`src/rtl/icss_div.sv`:
```
// Restoring divider, one quotient bit per cycle, for the mean active length.
// Depends on nothing; instantiated by interval_coverage_sweep_core.
module icss_div #(
    parameter int NUM_W = 38,
    parameter int DEN_W = 6
) (
    input  logic             aclk,
    input  logic             aresetn,
    input  logic             start,
    input  logic [NUM_W-1:0] dividend,
    input  logic [DEN_W-1:0] divisor,
    output logic [NUM_W-1:0] quotient,
    output logic             done
);
    localparam int CW = $clog2(NUM_W + 1);

    logic [DEN_W-1:0] rem_reg;
    logic [NUM_W-1:0] quo_reg;
    logic [DEN_W-1:0] den_reg;
    logic [CW-1:0]    cnt_reg;
    logic             done_reg;
    logic [DEN_W:0]   shifted;
    logic [DEN_W:0]   diff;
    logic             ge;

    assign shifted = {rem_reg, quo_reg[NUM_W-1]};
    assign ge      = shifted >= {1'b0, den_reg};
    assign diff    = shifted - {1'b0, den_reg};

    always_ff @(posedge aclk) begin
        if (!aresetn) begin
            cnt_reg  <= '0;
            done_reg <= 1'b0;
        end else begin
            done_reg <= 1'b0;
            if (start) begin
                cnt_reg <= CW'(NUM_W);
            end else if (cnt_reg != '0) begin
                cnt_reg <= cnt_reg - 1'b1;
                if (cnt_reg == CW'(1)) begin
                    done_reg <= 1'b1;
                end
            end
        end
    end

    always_ff @(posedge aclk) begin
        if (start) begin
            rem_reg <= '0;
            quo_reg <= dividend;
            den_reg <= divisor;
        end else if (cnt_reg != '0) begin
            rem_reg <= ge ? diff[DEN_W-1:0] : shifted[DEN_W-1:0];
            quo_reg <= {quo_reg[NUM_W-2:0], ge};
        end
    end

    assign quotient = quo_reg;
    assign done     = done_reg;

endmodule

```
`config.mk`:
```
export PLATFORM = sky130hd
export DESIGN_NAME = icss_div
export DESIGN_NICKNAME = d
export VERILOG_FILES = /design/src/rtl/icss_div.sv
export SDC_FILE = /design/constraint.sdc
export NUM_CORES = 1
export LEC_CHECK = 0
export ABC_AREA = 1
export BUFFER_PORTS_ARGS = -buffer_cell sky130_fd_sc_hd__buf_4
export CAP_MARGIN = 10
export CORE_ASPECT_RATIO = 1.1
export CORE_MARGIN = 2
export CORE_UTILIZATION = 55
export CTS_BUF_LIST = sky130_fd_sc_hd__clkbuf_16
export DETAILED_ROUTE_END_ITERATION = 7
export PLACE_DENSITY = 0.89
export REMOVE_ABC_BUFFERS = 1
export SLEW_MARGIN = 20
export SYNTH_ARGS = -nofsm -noshare
export SYNTH_HDL_FRONTEND = slang
export SYNTH_SLANG_ARGS = --single-unit
```
`constraint.sdc`:
```
create_clock -name aclk -period 3.25 [get_ports aclk]
set_input_delay 0.8125 -clock aclk [delete_from_list [all_inputs] [get_ports aclk]]
set_output_delay 0.8125 -clock aclk [all_outputs]
set_load 0.03 [all_outputs]
```
== Word level (Yosys, flattened, before mapping) ==
Index checks and enable logic that the tools add are counted.

* Flip-flop bits (word level): 57
* Bits of input ports: 47
* Output and inout port bits: 39
* Word-level logic and storage cells: 22

* Add/sub/neg operators: 2
* $lt $le $gt $ge: 1
* Equality and inequality tests: 1
* Muxes and demuxes: 6
* Bitwise gates (word level): 2
* Reductions and logical operators: 4

{| class="wikitable"
|+ Operators by type and width
! cell !! count
|-
| $mux 38 || 2
|-
| $mux 6 || 3
|-
| $ge 7x6->1 || 1
|-
| $eq 6x1->1 const B || 1
|-
| $reduce_bool 6->1 || 1
|-
| $sub 6x1->6 const B || 1
|-
| $sub 6x6->6 || 1
|-
| $reduce_or 3->1 || 1
|-
| $not 1->1 || 2
|-
| $reduce_bool 2->1 || 1
|-
| $reduce_or 2->1 || 1
|-
| $mux 1 || 1
|}

== Longest topological paths before layout ==
* Depth after elaboration: 3
* Depth in mapped cells: 12
* Depth with buffers taken out: 12

== Worst setup path before layout ==
No wires, ideal clock.

* Path kind: input to register
* From: in start
* To: reg quo_reg[0], in the netlist quotient[0], enable pin
* Setup time: 0.376 ns
* Arrival time: 1.493 ns
* Required time: 2.874 ns
* Setup slack: 1.381 ns
* Cell stages on the path: 3
* Buffers on the path: 1
* Cells stage by stage: buf_2 -> nor2_4 -> inv_2

* Word-level cells in the longest chain between the ends: 1

{| class="wikitable"
|+ Ends and longest elaborated chain
! element !! line !! text
|-
| from (decl) || 9 || <nowiki>input logic start,</nowiki>
|-
| $reduce_bool 2->1 (no line) || - ||
|-
| to (signal assigned) || 50 || <nowiki>quo_reg <= dividend;</nowiki>
|-
| to (signal assigned) || 54 || <nowiki>quo_reg <= {quo_reg[NUM_W-2:0], ge};</nowiki>
|-
| to (decl) || 18 || <nowiki>logic [NUM_W-1:0] quo_reg;</nowiki>
|}

No other way between the ends.
A chain may end at the register's enable or synchronous reset.

== Final worst setup path ==
* From: reg cnt_reg[0]
* To: reg quo_reg[8], in the netlist quotient[8], enable pin

* Word-level cells in the longest chain between the ends: 2

{| class="wikitable"
|+ Ends and longest elaborated chain
! element !! line !! text
|-
| from (decl) || 20 || <nowiki>logic [CW-1:0] cnt_reg;</nowiki>
|-
| from (signal assigned) || 37 || <nowiki>cnt_reg <= CW'(NUM_W);</nowiki>
|-
| from (signal assigned) || 39 || <nowiki>cnt_reg <= cnt_reg - 1'b1;</nowiki>
|-
| $reduce_bool 6->1 || 52 || <nowiki>end else if (cnt_reg != '0) begin</nowiki>
|-
| $reduce_bool 2->1 (no line) || - ||
|}

No other way between the ends.

==> out/results.tsv <==
metric	value	unit
outcome	complete, no violations	
clock latency on the worst-skew pair	330	ps
type of origin of the critical path	register	
combinational fraction of design power	0.343	
reg2reg start	cnt_reg[0]	
most common cell in the netlist	nand2_1	
FF-to-FF End	quotient[8]	
Post-CTS Setup Repair Bufs	0	
Worst Setup End Kind	register	
Vias/cell	5.23	
CTS clk-pin slew, worst paths	50	ps
maximum VDD drop	0.482	mV
die area	5820	sq um
Worst slew margin	0.455	
vias in the first global route	2571	
Leak Pwr	0.00195	uW
H-tree depth	3	
share of layout cells above drive strength 1	0.290	
met2 Resource Use GR	0.455	
busiest grt layer	met2	
FILL cells	295	
initial antenna violation count	0	
Slew Limit Fails	0	
Post-synth top cells	nand2_1 (153), edfxtp_1 (44), inv_1 (27), nor2_1 (15)	
register share of total power	0.368	
area leader, netlist	edfxtp_1	
Hold Vio Cnt, Final	0	
Die W	72.9	um
clock sinks	57	
CP arrival	1910	ps
ANT cells	0	
hold crit path type	reg -> reg	
max reg flops	38	
met1 GRT Util	0.321	
cts hold-fix bufs	0	
core footprint	5030	sq um
drt wl/cell	15.1	um
number of synthesized flops with an enable pin	44	
Syn Inst Count	329	
largest cells by area after synthesis	edfxtp_1 (46%), nand2_1 (20%), dfxtp_1 (9.1%)	
height of the die	79.8	um
worst slew pin tran	816	ps
Crit path required time	3200	ps
FF-to-FF setup slack	1290	ps
buffer levels on the longest clock path	2	
TritonCTS clock tree	done	
DRC errors left	0	
Vias	2504	
worst r2r path cells	5	
Max Fclk	511	MHz
sequential share of the synthesized area	0.551	
period utilization	0.602	
synth warn	0	
# rows	27	
clock share of power	0.289	
Setup WS pre-CTS	930	ps
GPL Wtd Cong	0.810	
Layout Area Growth over Synthesis	32.2	%
top-area cell type share of the netlist area	0.460	
Port Buffers	85	
CTS-repair resized insts	0	
Crit Path Category	reg -> reg	
Initial Util	0.570	
antenna viol nets, final	0	
met3 Use GR	0.0682	
Detailed Place HPWL	4710	um
Cell variety after synth	28	
Max Cap Viol	0	
DR iter-0 viols	171	
First-pass DRT Iterations	4	
Synth Register Bits	57	
largest net degree at the start of global routing	48	
sw power	1020	uW
# setup viols final	0	
critical-path maximum fanout	39	
global-route usage over all layers	0.275	
sw frac	0.363	
setup TNS	0	ps
Final Skew	5.20	ps
Syn Area/Cell	8.73	sq um
RSZ-0062 raised after global routing	false	
hold path depth	1	
io pins	86	
Post-synth top flop	edfxtp_1	
final setup margin	1290	ps
P_int	1800	uW
total wire length	7230	um
CTS Buf Count	9	
grt ovf	0	
Async SR Flop Fraction	0	
clk root buf	clkbuf_16	
fin crit period	1960	ps
final net count	474	
Hold Path Sink	cnt_reg[0]	
power per standard cell area	743	nW/um^2
worst hold start	cnt_reg[0]	
first-pass GRT wire length	11800	um
Post-Synthesis Cell Area	2870	sq um
-- power by group through the flow --
stage               clock, uW  combinational [uW]  sequential, uW
global route              847                1070            1050
floorplan                   0                 510            1190
global placement            0                 923            1040
detailed placement          0                 959            1040
CTS                       816                 970            1030
finish                    817                 968            1040
-- worst max-delay path, cell delays in order, from the launching register on --
cell	delay [ps]
dfxtp_1	370
inv_1	120
ha_1	240
nand2_4	170
nor2_4	70
inv_2	590
-- logic make-up (layout without fill, tap and decap cells) --
logic type | after synthesis | in the layout | share of synthesized area
flops | 57 | 57 | 0.551
fa+ha+maj | 11 | 11 | 0.0505
buf+inv | 43 | 135 | 0.0601
simple gates | 201 | 201 | 0.304
xor+xnor | 3 | 3 | 0.00915
compound gates | 14 | 14 | 0.0257
-- per-layer routing --
metal,wire (um),share of wire
met4,258,0.036
met5,0,0
met2,3590,0.50
met1,2780,0.38
met3,604,0.084
-- worst max-delay path by stage --
stage	from	to	slack [ps]
after detailed placement	start	cnt_reg[1]	930
after CTS	start	cnt_reg[1]	1240
after floorplan	start	cnt_reg[1]	1430
after global placement	start	cnt_reg[1]	960
final	cnt_reg[0]	quotient[8]	1290
after global routing	cnt_reg[0]	quotient[5]	1160
-- layout by cell type (no fill, tap or decap), drive strengths merged --
cell type  instances
edfxtp            44
o21ai              5
or2                2
ha                10
nand4              1
nand2            159
buf               86
dfxtp             13
nor2              23
a21oi              9
fa                 1
clkinv             6
nand3             14
clkbuf             9
inv               34
xnor2              1
nand3b             2
xor2               2
-- stage by stage --
step / utilization / instance area, sq um / hold WS, ps / instances / power, uW
after floorplan: - / 2820 / 447 / 319 / 1700
after global placement: 0.703 / 3540 / 462 / 463 / 1960
after detailed placement: 0.703 / 3540 / 479 / 463 / 2000
after CTS: 0.754 / 3800 / 493 / 479 / 2820
after global routing: 0.754 / 3800 / 540 / 479 / 2960
final: 0.754 / 3800 / 499 / 479 / 2820
-- layout make-up --
cell class	count	area, sq um	share of cell area
sequential	57	1580	0.417
timing repair buffer	86	646	0.170
inverter	33	124	0.0326
tap	58	72.6	0.0191
clock buffer	9	225	0.0593
clock inverter	7	30.0	0.00791
multi-input combinational	229	1120	0.294
No activity file was read; power rests on OpenSTA's default activity.
